### src/hw/rtl/cfd_pkg.sv
`timescale 1ns / 1ps
// ----------------------------------------------------------------------------
// cfd_pkg
// Shared types, constants and lookup functions of the CAN stream deframer.
// ----------------------------------------------------------------------------
package cfd_pkg;

   localparam int DEFAULT_MAX_READ_BYTES = 65536;
   localparam int MAX_DATA_BYTES         = 8;
   localparam int HDR_BYTES              = 11;
   localparam int SYNC_BYTES             = 6;
   localparam int MSGID_POS              = 6;
   localparam int LEN_POS                = 9;
   localparam int NOTE_BYTES             = 5;

   localparam logic [15:0] ACCEPTED_ID_RESET = 16'd1;

   localparam logic [7:0] CTRL_NOTE_MASK = 8'h80;
   localparam logic [7:0] CTRL_TS_MASK   = 8'h60;
   localparam logic [7:0] CTRL_EXT_MASK  = 8'h10;
   localparam logic [7:0] CTRL_LEN_MASK  = 8'h0F;

   localparam int QUEUE_DEPTH = 4;
   localparam int QUEUE_PTR_W = $clog2(QUEUE_DEPTH);
   localparam int QUEUE_CNT_W = $clog2(QUEUE_DEPTH + 1);

   localparam logic KIND_FRAME  = 1'b0;
   localparam logic KIND_STATUS = 1'b1;

   localparam logic [1:0] STATUS_DELIVERED  = 2'd0;
   localparam logic [1:0] STATUS_SHORT_READ = 2'd1;
   localparam logic [1:0] STATUS_BAD_HEADER = 2'd2;
   localparam logic [1:0] STATUS_NO_FRAMES  = 2'd3;

   typedef struct packed {
      logic        kind;
      logic [31:0] id;
      logic        ext;
      logic [3:0]  len;
      logic [63:0] data;
      logic [1:0]  status;
      logic        last;
   } result_type;

   // up to two results produced by one byte transfer
   typedef struct packed {
      logic [1:0] count;
      result_type first;
      result_type second;
   } push_type;

   typedef struct packed {
      logic                   room_for_two;
      logic [QUEUE_CNT_W-1:0] count;
   } queue_status_type;

   function automatic logic [7:0] sync_byte(input logic [2:0] idx);
      logic [7:0] b;
      unique case (idx)
         3'd0:    b = 8'h41;
         3'd1:    b = 8'h58;
         3'd2:    b = 8'h49;
         3'd3:    b = 8'h4F;
         3'd4:    b = 8'hBA;
         3'd5:    b = 8'h36;
         default: b = 8'h00;
      endcase
      return b;
   endfunction

   function automatic logic [2:0] ts_len(input logic [1:0] code);
      logic [2:0] n;
      unique case (code)
         2'd0: n = 3'd0;
         2'd1: n = 3'd1;
         2'd2: n = 3'd2;
         2'd3: n = 3'd4;
      endcase
      return n;
   endfunction

endpackage

### src/hw/rtl/cfd_parser.sv
`timescale 1ns / 1ps
// ----------------------------------------------------------------------------
// cfd_parser
// Per-byte header and body walker; holds the read state and emits results.
// ----------------------------------------------------------------------------
module cfd_parser #(
   parameter int MAX_READ_BYTES = cfd_pkg::DEFAULT_MAX_READ_BYTES
) (
   input  logic              clock,
   input  logic              reset,
   input  logic              take,
   input  logic [7:0]        rx_byte,
   input  logic              end_of_read,
   input  logic [15:0]       accepted_id,
   output cfd_pkg::push_type push
);
   import cfd_pkg::*;

   localparam int OFFSET_W = $clog2(MAX_READ_BYTES + 1);

   typedef enum logic [2:0] {
      PH_HEADER,
      PH_SKIP,
      PH_CTRL,
      PH_NOTE,
      PH_FRAME
   } phase_type;

   phase_type             phase_ff, phase_in;
   logic [OFFSET_W-1:0]   offset_ff, offset_in;
   logic [3:0]            index_ff, index_in;
   logic [15:0]           msgid_ff, msgid_in;
   logic [15:0]           body_ff, body_in;
   logic [7:0]            ctrl_ff, ctrl_in;
   logic [4:0]            fidx_ff, fidx_in;
   logic [31:0]           id_ff, id_in;
   logic [63:0]           data_ff, data_in;
   logic                  frames_ff, frames_in;
   logic                  seen_ff, seen_in;
   logic                  stopped_ff, stopped_in;

   logic       done;
   logic [2:0] ts, ids, c_ts, c_ids;
   logic [4:0] total, after, p_next, rel, drel;
   logic [1:0] status;
   result_type frame_r, status_r;

   always_comb begin
      phase_in   = phase_ff;
      offset_in  = offset_ff;
      index_in   = index_ff;
      msgid_in   = msgid_ff;
      body_in    = body_ff;
      ctrl_in    = ctrl_ff;
      fidx_in    = fidx_ff;
      id_in      = id_ff;
      data_in    = data_ff;
      frames_in  = frames_ff;
      seen_in    = seen_ff;
      stopped_in = stopped_ff;
      done       = 1'b0;
      status     = STATUS_NO_FRAMES;
      push       = '0;

      // control byte fields, both for a new control byte and the held one
      ts    = ts_len(rx_byte[6:5]);
      ids   = (rx_byte & CTRL_EXT_MASK) != 8'h00 ? 3'd4 : 3'd2;
      total = 5'd1 + {2'b0, ts} + {2'b0, ids} + {1'b0, rx_byte[3:0]};
      c_ts  = ts_len(ctrl_ff[6:5]);
      c_ids = (ctrl_ff & CTRL_EXT_MASK) != 8'h00 ? 3'd4 : 3'd2;
      after = {2'b0, c_ts} + {2'b0, c_ids} + {1'b0, ctrl_ff[3:0]};
      rel   = fidx_ff - {2'b0, c_ts};
      drel  = rel - {2'b0, c_ids};
      p_next = fidx_ff + 5'd1;

      if (take) begin
         if (offset_ff < OFFSET_W'(MAX_READ_BYTES)) begin
            offset_in = offset_ff + OFFSET_W'(1);
            if (!stopped_ff) begin
               if (phase_ff == PH_HEADER) begin
                  if (index_ff < 4'(SYNC_BYTES) && rx_byte != sync_byte(index_ff[2:0])) begin
                     stopped_in = 1'b1;
                  end else begin
                     if (index_ff == 4'(MSGID_POS))     msgid_in[7:0]  = rx_byte;
                     if (index_ff == 4'(MSGID_POS + 1)) msgid_in[15:8] = rx_byte;
                     if (index_ff == 4'(LEN_POS))       body_in[7:0]   = rx_byte;
                     if (index_ff == 4'(LEN_POS + 1))   body_in[15:8]  = rx_byte;
                     if (index_ff == 4'(HDR_BYTES - 1)) begin
                        index_in = 4'd0;
                        seen_in  = 1'b1;
                        if (body_in == 16'd0) begin
                           phase_in = PH_HEADER;
                        end else if (msgid_in == accepted_id) begin
                           phase_in = PH_CTRL;
                        end else begin
                           phase_in = PH_SKIP;
                        end
                     end else begin
                        index_in = index_ff + 4'd1;
                     end
                  end
               end else begin
                  unique case (phase_ff)
                     PH_CTRL: begin
                        if ((rx_byte & CTRL_NOTE_MASK) != 8'h00) begin
                           phase_in = PH_NOTE;
                           fidx_in  = 5'(NOTE_BYTES - 1);
                        end else if ({11'b0, total} > body_ff) begin
                           phase_in = PH_SKIP;
                        end else begin
                           phase_in = PH_FRAME;
                           ctrl_in  = rx_byte;
                           fidx_in  = 5'd0;
                           id_in    = '0;
                           data_in  = '0;
                        end
                     end
                     PH_NOTE: begin
                        fidx_in = fidx_ff - 5'd1;
                        if (fidx_in == 5'd0) phase_in = PH_CTRL;
                     end
                     PH_FRAME: begin
                        if (fidx_ff >= {2'b0, c_ts} && rel < {2'b0, c_ids}) begin
                           id_in[8*rel[1:0] +: 8] = rx_byte;
                        end else if (fidx_ff >= {2'b0, c_ts} && drel < 5'(MAX_DATA_BYTES)) begin
                           data_in[8*drel[2:0] +: 8] = rx_byte;
                        end
                        fidx_in = p_next;
                        if (p_next >= after) begin
                           done      = 1'b1;
                           frames_in = 1'b1;
                           phase_in  = PH_CTRL;
                        end
                     end
                     default: begin
                        // skip phase: only the body count moves
                     end
                  endcase
                  body_in = body_ff - 16'd1;
                  if (body_in == 16'd0) phase_in = PH_HEADER;
               end
            end
         end

         if (offset_in < OFFSET_W'(HDR_BYTES)) begin
            status = STATUS_SHORT_READ;
         end else if (frames_in) begin
            status = STATUS_DELIVERED;
         end else if (!seen_in) begin
            status = STATUS_BAD_HEADER;
         end else begin
            status = STATUS_NO_FRAMES;
         end
      end

      frame_r        = '0;
      frame_r.kind   = KIND_FRAME;
      frame_r.id     = id_in;
      frame_r.ext    = ctrl_ff[4];
      frame_r.len    = ctrl_ff[3:0];
      frame_r.data   = data_in;
      frame_r.status = STATUS_DELIVERED;
      frame_r.last   = !end_of_read;
      status_r        = '0;
      status_r.kind   = KIND_STATUS;
      status_r.status = status;
      status_r.last   = 1'b1;

      if (take) begin
         if (done && end_of_read) begin
            push.count  = 2'd2;
            push.first  = frame_r;
            push.second = status_r;
         end else if (done) begin
            push.count = 2'd1;
            push.first = frame_r;
         end else if (end_of_read) begin
            push.count = 2'd1;
            push.first = status_r;
         end
         if (end_of_read) begin
            phase_in   = PH_HEADER;
            offset_in  = '0;
            index_in   = 4'd0;
            frames_in  = 1'b0;
            seen_in    = 1'b0;
            stopped_in = 1'b0;
         end
      end
   end

   always_ff @(posedge clock) begin
      if (reset) begin
         phase_ff   <= PH_HEADER;
         offset_ff  <= '0;
         index_ff   <= 4'd0;
         frames_ff  <= 1'b0;
         seen_ff    <= 1'b0;
         stopped_ff <= 1'b0;
         msgid_ff   <= '0;
         body_ff    <= '0;
         ctrl_ff    <= '0;
         fidx_ff    <= '0;
         id_ff      <= '0;
         data_ff    <= '0;
      end else begin
         phase_ff   <= phase_in;
         offset_ff  <= offset_in;
         index_ff   <= index_in;
         frames_ff  <= frames_in;
         seen_ff    <= seen_in;
         stopped_ff <= stopped_in;
         msgid_ff   <= msgid_in;
         body_ff    <= body_in;
         ctrl_ff    <= ctrl_in;
         fidx_ff    <= fidx_in;
         id_ff      <= id_in;
         data_ff    <= data_in;
      end
   end

endmodule

### src/hw/rtl/cfd_result_queue.sv
`timescale 1ns / 1ps
// ----------------------------------------------------------------------------
// cfd_result_queue
// Small result queue: takes up to two results a cycle, hands out one.
// ----------------------------------------------------------------------------
module cfd_result_queue (
   input  logic                      clock,
   input  logic                      reset,
   input  cfd_pkg::push_type         push,
   input  logic                      pop,
   output logic                      valid,
   output cfd_pkg::result_type       head,
   output cfd_pkg::queue_status_type status
);
   import cfd_pkg::*;

   result_type             slot_ff [QUEUE_DEPTH];
   logic [QUEUE_PTR_W-1:0] wr_ff, wr_in;
   logic [QUEUE_PTR_W-1:0] rd_ff, rd_in;
   logic [QUEUE_CNT_W-1:0] count_ff, count_in;
   logic [QUEUE_PTR_W-1:0] wr_next;

   assign valid   = count_ff != '0;
   assign head    = slot_ff[rd_ff];
   assign wr_next = wr_ff + QUEUE_PTR_W'(1);

   assign status.room_for_two = count_ff <= QUEUE_CNT_W'(QUEUE_DEPTH - 2);
   assign status.count        = count_ff;

   always_comb begin
      wr_in    = wr_ff + QUEUE_PTR_W'(push.count);
      rd_in    = pop ? rd_ff + QUEUE_PTR_W'(1) : rd_ff;
      count_in = count_ff + QUEUE_CNT_W'(push.count) - QUEUE_CNT_W'(pop);
   end

   always_ff @(posedge clock) begin
      if (reset) begin
         wr_ff    <= '0;
         rd_ff    <= '0;
         count_ff <= '0;
      end else begin
         wr_ff    <= wr_in;
         rd_ff    <= rd_in;
         count_ff <= count_in;
      end
      if (push.count != 2'd0) slot_ff[wr_ff]   <= push.first;
      if (push.count == 2'd2) slot_ff[wr_next] <= push.second;
   end

endmodule

### src/hw/rtl/can_stream_deframer.sv
`timescale 1ns / 1ps
// ----------------------------------------------------------------------------
// can_stream_deframer
// Length-prefixed CAN stream deframer: scans each read for headers and
// emits decoded CAN frames and one status result per read.
// ----------------------------------------------------------------------------
// a result enters the result queue with its byte transfer; rsp offers the queue head
// throughput: one byte per cycle; the parser takes a byte whenever the
//   4-entry result queue has two free slots, results leave one per cycle when taken
// a byte ending both a frame and a read yields two results: frame, then status
// reset: synchronous; parser back to header phase, queue empty, message id 1
// ----------------------------------------------------------------------------
module can_stream_deframer #(
   parameter int MAX_READ_BYTES = cfd_pkg::DEFAULT_MAX_READ_BYTES
) (
   input  logic          clock,
   input  logic          reset,
   input  logic          req_tvalid,
   output logic          req_tready,
   input  logic [7:0]    req_tdata,   // [7:0] rx_byte
   input  logic          req_tlast,   // end_of_read
   output logic          rsp_tvalid,
   input  logic          rsp_tready,
   output logic [103:0]  rsp_tdata,   // [31:0] frame_id, [32] frame_extended,
                                      // [36:33] frame_length, [100:37] payload,
                                      // [102:101] read_status, [103] zero
   output logic          rsp_tuser,   // [0] result_kind
   output logic          rsp_tlast,   // last_of_run
   input  logic          csr_wr_en,
   input  logic [15:0]   csr_wr_data
);
   import cfd_pkg::*;

   logic [15:0]      accepted_id_ff;
   logic             take;
   push_type         push;
   result_type       head;
   queue_status_type qstat;

   assign take = req_tvalid && req_tready;
   assign req_tready = qstat.room_for_two;

   always_ff @(posedge clock) begin
      if (reset) begin
         accepted_id_ff <= ACCEPTED_ID_RESET;
      end else if (csr_wr_en) begin
         accepted_id_ff <= csr_wr_data;
      end
   end

   cfd_parser #(
      .MAX_READ_BYTES(MAX_READ_BYTES)
   ) u_parser (
      .clock       (clock),
      .reset       (reset),
      .take        (take),
      .rx_byte     (req_tdata),
      .end_of_read (req_tlast),
      .accepted_id (accepted_id_ff),
      .push        (push)
   );

   cfd_result_queue u_queue (
      .clock  (clock),
      .reset  (reset),
      .push   (push),
      .pop    (rsp_tvalid && rsp_tready),
      .valid  (rsp_tvalid),
      .head   (head),
      .status (qstat)
   );

   assign rsp_tdata = {1'b0, head.status, head.data, head.len, head.ext, head.id};
   assign rsp_tuser = head.kind;
   assign rsp_tlast = head.last;

   // a double push only happens for a frame ending on the last byte of a read
   a_double_push: assert property (@(posedge clock) disable iff (reset)
      push.count == 2'd2 |-> push.first.kind == KIND_FRAME && !push.first.last
                             && push.second.kind == KIND_STATUS && push.second.last)
      else $error("double push is not frame then status");

   a_queue_bound: assert property (@(posedge clock) disable iff (reset)
      qstat.count <= QUEUE_CNT_W'(QUEUE_DEPTH))
      else $error("result queue overflow");

   a_no_push_idle: assert property (@(posedge clock) disable iff (reset)
      !take |-> push.count == 2'd0)
      else $error("results pushed without a byte transfer");

   a_status_on_last: assert property (@(posedge clock) disable iff (reset)
      take && req_tlast |-> push.count != 2'd0)
      else $error("read end without status result");

   a_reset_empty: assert property (@(posedge clock)
      reset |=> !rsp_tvalid)
      else $error("results offered right after reset");

endmodule

### config.mk
export PLATFORM = sky130hd
export DESIGN_NAME = can_stream_deframer
export DESIGN_NICKNAME = d
export VERILOG_FILES = /design/src/hw/rtl/cfd_pkg.sv /design/src/hw/rtl/cfd_parser.sv /design/src/hw/rtl/cfd_result_queue.sv /design/src/hw/rtl/can_stream_deframer.sv
export SDC_FILE = /design/constraint.sdc
export NUM_CORES = 1
export LEC_CHECK = 0
export ABC_AREA = 1
export BUFFER_PORTS_ARGS = -buffer_cell sky130_fd_sc_hd__buf_2
export CORE_MARGIN = 2
export CORE_UTILIZATION = 45
export CTS_CLUSTER_DIAMETER = 150
export DETAILED_ROUTE_END_ITERATION = 8
export PLACE_DENSITY = 0.65
export SETUP_SLACK_MARGIN = 0.02
export SLEW_MARGIN = 5
export SYNTH_ARGS = -nofsm -noshare
export SYNTH_HDL_FRONTEND = slang
export SYNTH_SLANG_ARGS = --single-unit
### constraint.sdc
create_clock -name clock -period 8.5 [get_ports clock]
set_input_delay 0.85 -clock clock [delete_from_list [all_inputs] [get_ports clock]]
set_output_delay 0.85 -clock clock [all_outputs]
set_load 0.01 [all_outputs]
# Word level (Yosys, flattened, before mapping)
# Memories as Yosys holds them, arrays and structs flattened. A register that Yosys moved wholly into a read port is not among the register bits.
# Cells that the tools add are included.
word_totals:
  reg_bits: 190
  ramBits: 420
  input_bits: 30
  output_inout_bits: 108
  n_memories: 1
op_classes:
  add_sub_neg: 19
  n_lt_le_gt_ge: 9
  eq_ne: 23
  shift: 4
  mux: 131
  n_bitwise: 5
  n_reduce_logical: 21
memory_table:
  columns: ["name", "words", "word_bits", "read_ports", "rd_clocked_by_memory_dff", "wr", "line_no", "text"]
  rows:
  - ["u_queue.slot_ff", 4, 105, 1, 1, 2, "cfd_result_queue.sv:17", "result_type slot_ff [QUEUE_DEPTH];"]
ops:
  columns: ["op", "count"]
  rows:
  - ["$mux 64", 8]
  - ["$mux 32", 7]
  - ["$mux 8", 28]
  - ["$mux 107", 2]
  - ["$mux 212", 1]
  - ["$pmux 64 s2", 1]
  - ["$mux 106", 1]
  - ["$mux 105", 1]
  - ["$mux 17", 5]
  - ["$bwmux 64", 1]
  - ["$pmux 32 s2", 1]
  - ["$shift 8x34->64 const A", 1]
  - ["$shiftx 8x34->64", 1]
  - ["$mux 3", 16]
  - ["$pmux 8 s6", 1]
  - ["$mux 1", 36]
  - ["$neg 5->34", 1]
  - ["$neg 6->34", 1]
  - ["$shift 8x34->32 const A", 1]
  - ["$shiftx 8x34->32", 1]
  - ["$bwmux 32", 1]
  - ["$logic_not 16->1", 2]
  - ["$mux 16", 2]
  - ["$mux 4", 8]
  - ["other kinds (51)", 84]

# Longest topological paths before layout
# Gate-level depths: netlist (run 1).
logic_depth:
  word_depth: 24
  ltp_mapped: 27

# Modules after synthesis
# A second synthesis (run 1) with hierarchy kept.
hier_totals:
  cells_unflattened: 4560
  area_unflattened_um2: 35620.4
modules_own_cells:
  columns: ["mod", "n_inst", "cells_each", "area_each_um2"]
  rows:
  - ["cfd_result_queue", 1, 2331, 21936.0]
  - ["cfd_parser", 1, 2123, 12990.0]
  - ["can_stream_deframer", 1, 106, 694.4]

# Least setup slack after synthesis (run 1)
# OpenSTA, ideal clock, no wires.
synth_timing:
  path_kind: "reg-to-reg"
  start: "reg u_parser.ctrl_ff[4]"
  end: "mem u_queue.slot_ff[1][10] (netlist name)"
  setup_ns: 0.114
  arrival_time_ns: 3.961
  required_ns: 8.386
  path_slack_ns: 4.425
  stages_incl_launch_ff: 26
  path_buffers: 2
  period_less_slack_ns: 4.075
  path_cell_list: "dfxtp_1 > inv_1 > ha_1 > fa_1 > ha_1 > nand3_1 > nand3_1 > xnor2_1 > ha_1 > nand2_1 > o21a_1 > nand3_1 > nand2_2 > inv_1 > ha_1 > inv_1 > nor2_4 > nor2_4 > nor3_4 > inv_2 > nand2_1 > inv_2 > buf_2 > buf_2 > nand2_1 > nand2_1"
synth_rtl:
  columns: ["item", "line_no", "text"]
  rows:
  - ["from (decl)", "cfd_parser.sv:34", "logic [7:0] ctrl_ff, ctrl_in;"]
  - ["from (signal assigned)", "cfd_parser.sv:215", "ctrl_ff <= ctrl_in;"]
  - ["to (decl)", "cfd_result_queue.sv:17", null]

==> metrics.md, run 1 <==
| Metric | Value |
|---|---|
| CP max stage delay | `0.60 ns` |
| Cell area after synthesis | `0.0306 mm^2` |
| Async set-reset flop share out of synthesis | `0` |
| EDFF count, synth | `16` |
| Multi-input gate area | `0.0157 mm^2` |
| Slew Viols, Final | `0` |
| Core box area | `0.0673 mm^2` |
| Worst EP required | `8.99 ns` |
| Initial core utilization | `0.455` |
| Port Buf Inserts | `136` |
| Worst-margin pin slew | `1.16 ns` |
| Worst path top cell family by delay | `buffers and inverters` |
| P&R area growth vs syn | `9.81%` |
| Worst slew margin | `0.226` |
| Hold_ws | `0.445 ns` |
| Total gr overflow | `0` |
| Lkg Pwr | `15.7 nW` |
| Hold WC Path Type | `reg -> reg` |
| Clk slew on worst S/H paths | `0.06 ns` |
| Post-DP HPWL | `57400 um` |
| Routed Wire Length | `96600 um` |
| Initial drt markers | `2899` |
| Total GRT Usage | `0.269` |
| FF+latch area | `0.0124 mm^2` |
| Final nets | `4583` |
| Worst-case clock skew | `0.0360 ns` |
| Post-Place Cells | `5294` |
| Outcome | `finished clean` |
| Crit. End Element | `register` |
| Fillcell total | `6768` |
| Max-Cap Viols | `0` |
| Crit Path Max Fanout | `73` |
| Clk buf depth | `3` |
| GPL Wtd Cong | `0.908` |
| Total Power | `0.00909 W` |
| RSZ-0062 raised after global routing | `false` |
| Post-DRT Antenna Nets | `0` |
| DR vias/cell | `5.55` |
| Fraction of layout cells with a size suffix above 1 | `0.0715` |
| Initial antenna violation count | `1` |
| PwrDens | `270 mW/mm^2` |
| Die ar. | `0.0702 mm^2` |
| Critical Path Source Type | `register` |
| Final std cells w/o fill | `5418` |
| Per-cell routed wire length | `17.8 um` |
| CP max-delay cell | `buf_4` |
| Crit path kind | `reg -> reg` |
| H-tree lvl count | `3` |
| CTS sink cnt | `612` |
| Min cycle time layout | `5.97 ns` |
| CTS Root Cell | `clkbuf_16` |
| VDD IR max | `193 uV` |
| Io pins | `138` |
| Setup violators final | `0` |
| Data arrival time of the worst path | `6.46 ns` |
| Die height | `265 um` |
| Largest net degree at the start of global routing | `202` |
| N_diodes | `0` |
| Distinct cells, synth | `45` |
| Final TNS setup | `0 ns` |
| Skew-Pair Late Insertion Delay | `0.62 ns` |
| Final hold violations | `0` |
| Residual DRC count | `0` |
| Total setup buffers inserted after CTS | `0` |
| First-pass GRT wire length | `152000 um` |
| Hold-fix buffer count after cts | `0` |
| DP Area | `0.0313 mm^2` |
| Syn Area/Cell | `6.71 um^2` |
| Vias in the first global route | `27600` |
| Sequential fraction of the synthesis area | `0.405` |
| TritonRoute pass-1 iters | `5` |
| TritonCTS clock tree | `yes` |
| Design Area, Final | `0.0336 mm^2` |
| Cts repair resizes | `0` |
| Row cnt | `95` |
| Die Span X | `265 um` |
| Synth Flop Type | `dfxtp_1` |
| Period utilization | `0.703` |
| Synthesized flop and latch total | `612` |
| Synthesized net count | `4654` |
| Buffer and inverter count on the worst path | `8` |
| Cells after Synth | `4564` |
| Vias | `30100` |
| Yosys Warn Count | `0` |
| Total CTS buffers | `70` |
| Max Freq | `167 MHz` |
-- cell usage after synthesis, types with 5 or more instances --
| cell | n | share of area |
|---|---|---|
| a21oi_1 | 223 | 0.036 |
| nor2_4 | 5 | 0.0018 |
| o22ai_1 | 105 | 0.021 |
| fa_1 | 8 | 0.0052 |
| dfxtp_1 | 596 | 0.39 |
| clkbuf_1 | 153 | 0.019 |
| nand2_2 | 7 | 0.0014 |
| nand4_1 | 87 | 0.018 |
| buf_2 | 114 | 0.019 |
| nand3b_1 | 8 | 0.0020 |
| nand3_1 | 513 | 0.084 |
| nand2_1 | 1438 | 0.18 |
| nor2_2 | 5 | 0.0010 |
| inv_1 | 265 | 0.032 |
| xor2_1 | 29 | 0.0083 |
| xnor2_1 | 8 | 0.0023 |
| buf_1 | 16 | 0.0020 |
| nor2_1 | 393 | 0.048 |
| nor3_1 | 16 | 0.0026 |
| edfxtp_1 | 16 | 0.016 |
| inv_2 | 13 | 0.0016 |
| o211ai_1 | 36 | 0.0088 |
| a211oi_1 | 8 | 0.0020 |
| buf_6 | 11 | 0.0040 |
| ha_1 | 52 | 0.021 |
| o21ai_0 | 387 | 0.063 |
| buf_4 | 18 | 0.0044 |
-- final cells by class --
| type | count | share of cell area |
|---|---|---|
| inverter | 283 | 0.0320 |
| tap | 873 | 0.0325 |
| sequential | 612 | 0.369 |
| clock buffer | 109 | 0.0643 |
| clock inverter | 15 | 0.00618 |
| multi-input combinational | 3357 | 0.467 |
| timing repair buffer | 169 | 0.0284 |
-- tightest hold or removal path, cell delays in order (launching register included) --
cell and delay (ns):
dfxtp_1 0.30, nand2_1 0.06, nand2_1 0.04
-- registers in the layout, summed over array words and instances (netlist names), 3 cells and up, named ones only --
name	count
u_queue.slot_ff	420
u_parser.data_ff	64
u_parser.id_ff	32
u_parser.offset_ff	17
accepted_id_ff	16
u_parser.body_ff	16
u_parser.msgid_ff	16
u_parser.ctrl_ff	7
u_parser.fidx_ff	5
u_parser.index_ff	4
u_parser.phase_ff	3
u_queue.count_ff	3
-- through the flow --
stage                      util  setup WS (ns)
after detailed placement  0.465           2.50
final                     0.500           2.53
after global routing      0.500           2.12
after global placement    0.465           2.64
after CTS                 0.500           2.64
after floorplan               -           4.43
-- cells in the final DEF (no fill, tap or decap), types with 3 or more instances in the layout --
master / count
a211oi_1: 8
o211ai_1: 36
edfxtp_1: 16
or2_2: 3
nor3_1: 16
ha_1: 52
o21ai_1: 3
nor2_1: 393
xnor2_1: 8
inv_1: 262
buf_2: 135
o22ai_1: 105
bufinv_16: 4
nand3_1: 513
clkbuf_8: 18
clkbuf_16: 74
clkinv_1: 3
buf_4: 32
o21ai_0: 387
dfxtp_1: 594
inv_2: 11
a21oi_1: 223
nand2_1: 1437
xor2_1: 29
mux2i_1: 4
nand4_1: 87
clkbuf_1: 17
nor3_4: 3
nand2_2: 7
nand3b_1: 8
fa_1: 8
nor2_4: 8
clkinv_2: 11
-- where the power goes --
part	leakage (nW)	internal, W	switching (W)
Sequential	4.95	0.00294	0.0000937
Clock	1.16	0.00187	0.00123
Combinational	9.61	0.000825	0.00213
-- logic make-up (layout without fill, tap and decap cells) --
kind of cell	after synthesis	in the layout	share of synthesized area
fa+ha+maj	60	60	0.0265
buf+inv	595	576	0.0826
mux	4	4	0.00131
other cells	1	1	0.000122
xor+xnor	37	37	0.0106
flops	612	612	0.405
simple gates	2482	2482	0.338
compound gates	773	773	0.135
-- per-layer routing --
| metal | share of wire | wire [um] | GRT usage | vias to the layer above |
|---|---|---|---|---|
| li1 | - | - | - | 14800 |
| met1 | 0.45 | 43800 | 0.371 | 14000 |
| met2 | 0.44 | 42300 | 0.423 | 1121 |
| met3 | 0.077 | 7480 | 0.0426 | 165 |
| met4 | 0.031 | 2980 | 0.101 | 0 |
| met5 | 0 | 0 | 0 | - |
-- worst paths after layout --
kind / slack (ns) / depth (start not counted) / to / from
min: 0.45 / 2 / u_queue.slot_ff[2][18] / u_queue.slot_ff[2][18]
min reg2reg: 0.45 / 2 / u_queue.slot_ff[2][18] / u_queue.slot_ff[2][18]
max reg2reg: 2.53 / 26 / u_queue.slot_ff[1][19] / u_parser.ctrl_ff[4]
max: 2.53 / 26 / u_queue.slot_ff[1][19] / u_parser.ctrl_ff[4]
Note: power is estimated with default switching activity, not from simulation.
==> run 2, diff against run 1 <==
==> constraint.sdc (replaced) <==
create_clock -name clock -period 5.6 [get_ports clock]
set_input_delay 0.56 -clock clock [delete_from_list [all_inputs] [get_ports clock]]
set_output_delay 0.56 -clock clock [all_outputs]
set_load 0.01 [all_outputs]
==> run 2 against run 1 <==
- critical path depth fell by 2
- clock power rose by 49%
- maximum frequency rose by 18%
- global-route usage fell by 0.33 points
- combinational power rose by 53%
- worst setup slack got worse by 2.0 ns
- non-clock buffer count rose by 8
- first-iteration DRC count rose by 8.8%
- cell count barely moved
- highest routed layer unchanged
==> metrics.md, run 2 (same netlist as run 1, synthesis figures left out) <==
| Metric | Value |
|---|---|
| Fraction of layout cells with a size suffix above 1 | `0.0714` |
| Data arrival time of the worst path | `5.57 ns` |
| Reg with most FFs | `u_queue.slot_ff` |
| DR vias/cell | `5.52` |
| Hold-fix buffer count after cts | `0` |
| Die ar. | `0.0702 mm^2` |
| RSZ-0062 raised after global routing | `false` |
| Slew Viols, Final | `0` |
| Initial core utilization | `0.455` |
| TritonCTS clock tree | `yes` |
| H-tree lvl count | `3` |
| CTS Root Cell | `clkbuf_16` |
| Crit Path Max Fanout | `85` |
| PwrDens | `407 mW/mm^2` |
| Vias | `29900` |
| CTS sink cnt | `612` |
| Routed Wire Length | `95100 um` |
| Final WS setup | `0.531 ns` |
| Row cnt | `95` |
| First-pass GRT wire length | `152000 um` |
| Initial drt markers | `3154` |
| Skew-Pair Late Insertion Delay | `0.62 ns` |
| Vias in the first global route | `27400` |
| Total gr overflow | `0` |
| Lkg Pwr | `15.8 nW` |
| TritonRoute pass-1 iters | `5` |
| Pre-CTS setup slack | `0.569 ns` |
| Initial antenna violation count | `1` |
| Core box area | `0.0673 mm^2` |
| Total setup buffers inserted after CTS | `0` |
| Residual DRC count | `0` |
| Crit path kind | `reg -> reg` |
| Worst slew margin | `0.300` |
| Final hold violations | `0` |
| Post-DP HPWL | `58000 um` |
| Worst reg2reg setup slack | `0.53 ns` |
| Most common cell after layout, fill and taps aside | `nand2_1` |
| Port Buf Inserts | `136` |
| Worst-margin pin slew | `1.05 ns` |
| Design Area, Final | `0.0338 mm^2` |
| GPL Wtd Cong | `0.892` |
| P&R area growth vs syn | `10.3%` |
| Total CTS buffers | `69` |
| Setup violators final | `0` |
| Largest net degree at the start of global routing | `135` |
| Clk slew on worst S/H paths | `0.06 ns` |
| Worst EP required | `6.10 ns` |
| Clk buf depth | `3` |
| FF+latch area | `0.0124 mm^2` |
| Min cycle time layout | `5.07 ns` |
| VDD IR max | `195 uV` |
| Cts repair resizes | `0` |
| Die Span X | `265 um` |
| Most frequent cells in the layout | `nand2_1 (1437), dfxtp_1 (594), nand3_1 (513), nor2_1 (393), o21ai_0 (387)` |
| Total GRT Usage | `0.266` |
| DP Area | `0.0315 mm^2` |
| Multi-input gate area | `0.0157 mm^2` |
| Max Freq | `197 MHz` |
| Per-cell routed wire length | `17.5 um` |
| Outcome | `finished clean` |
| Total Power | `0.0137 W` |
| Io pins | `138` |
| Hold WC Path Type | `in -> reg` |
| Crit. End Element | `register` |
| Final nets | `4590` |
| Max FFs per register | `420` |
| Critical Path Source Type | `register` |
| Biggest regs | `u_queue.slot_ff: 420 flops, u_parser.data_ff: 64 flops, u_parser.id_ff: 32 flops` |
| Period utilization | `0.905` |
| Post-DRT Antenna Nets | `0` |
| Hold_ws | `0.159 ns` |
| Final TNS setup | `0 ns` |
| Worst-case clock skew | `0.0217 ns` |
| Fillcell total | `6815` |
| Die height | `265 um` |
| Max-Cap Viols | `0` |
run 2: cell types whose count changed in the layout (fill, tap and decap cells not counted), moves of 2 or more:
cell | before | now
buf_12 | 2 | 15
buf_4 | 32 | 27
clkbuf_8 | 18 | 9
clkinv_1 | 3 | 8
clkinv_8 | 2 | 0
run 2: path summary, 6_finish.rpt:
| check | startpoint | end | cells after the start |
|---|---|---|---|
| max | u_parser.ctrl_ff[4] | u_queue.slot_ff[3][22] | 24 |
| min | csr_wr_en | accepted_id_ff[0] | 2 |
| max reg2reg | u_parser.ctrl_ff[4] | u_queue.slot_ff[3][22] | 24 |
| min reg2reg | u_queue.slot_ff[2][27] | u_queue.slot_ff[2][27] | 2 |
run 2: through the flow:
stage	std cells	utilization
5_1_grt	5422	0.502
3_3_place_gp	5302	0.468
4_1_cts	5422	0.502
6_report	5423	0.502
2_1_floorplan	4564	-
3_5_place_dp	5302	0.468
run 2: area by class of cell:
type                    instances  share of cell area
flip-flops and latches        612               0.368
diodes                          1           0.0000741
clock buffers                  99              0.0603
repair buffers                177              0.0349
clock inverters                21             0.00734
multi-input cells            3357               0.465
inverters                     283              0.0319
well taps                     873              0.0324
run 2: where the power goes:
| group | leakage [nW] | internal, W | switching, W |
|---|---|---|---|
| sequential | 4.95 | 0.00446 | 0.000129 |
| clock | 1.12 | 0.00276 | 0.00186 |
| combinational | 9.70 | 0.00129 | 0.00325 |
| total | 15.8 | 0.00850 | 0.00524 |
run 2: metal layers:
| layer | up-vias | part of all wire | track usage |
|---|---|---|---|
| li1 | 14800 | - | - |
| met1 | 14000 | 0.46 | 0.377 |
| met2 | 1015 | 0.45 | 0.419 |
| met3 | 127 | 0.072 | 0.0355 |
| met4 | 0 | 0.024 | 0.0803 |
| met5 | - | 0 | 0 |
run 2: worst max-delay path: stages, from the launching register on:
cell and delay, ns:
dfxtp_1 0.45, inv_1 0.13, ha_1 0.23, fa_1 0.43, ha_1 0.34, nand3_1 0.10, nand3_1 0.08, xnor2_1 0.14
ha_1 0.29, nand2_1 0.06, o21a_1 0.20, nand3_1 0.10, nand2_2 0.13, inv_1 0.09, ha_1 0.13, inv_1 0.08
nor2_4 0.17, inv_2 0.09, nor2_1 0.26, nand3_1 0.19, nand2_1 0.28, clkinv_2 0.35, buf_12 0.34, nand2_1 0.13
nand2_1 0.06
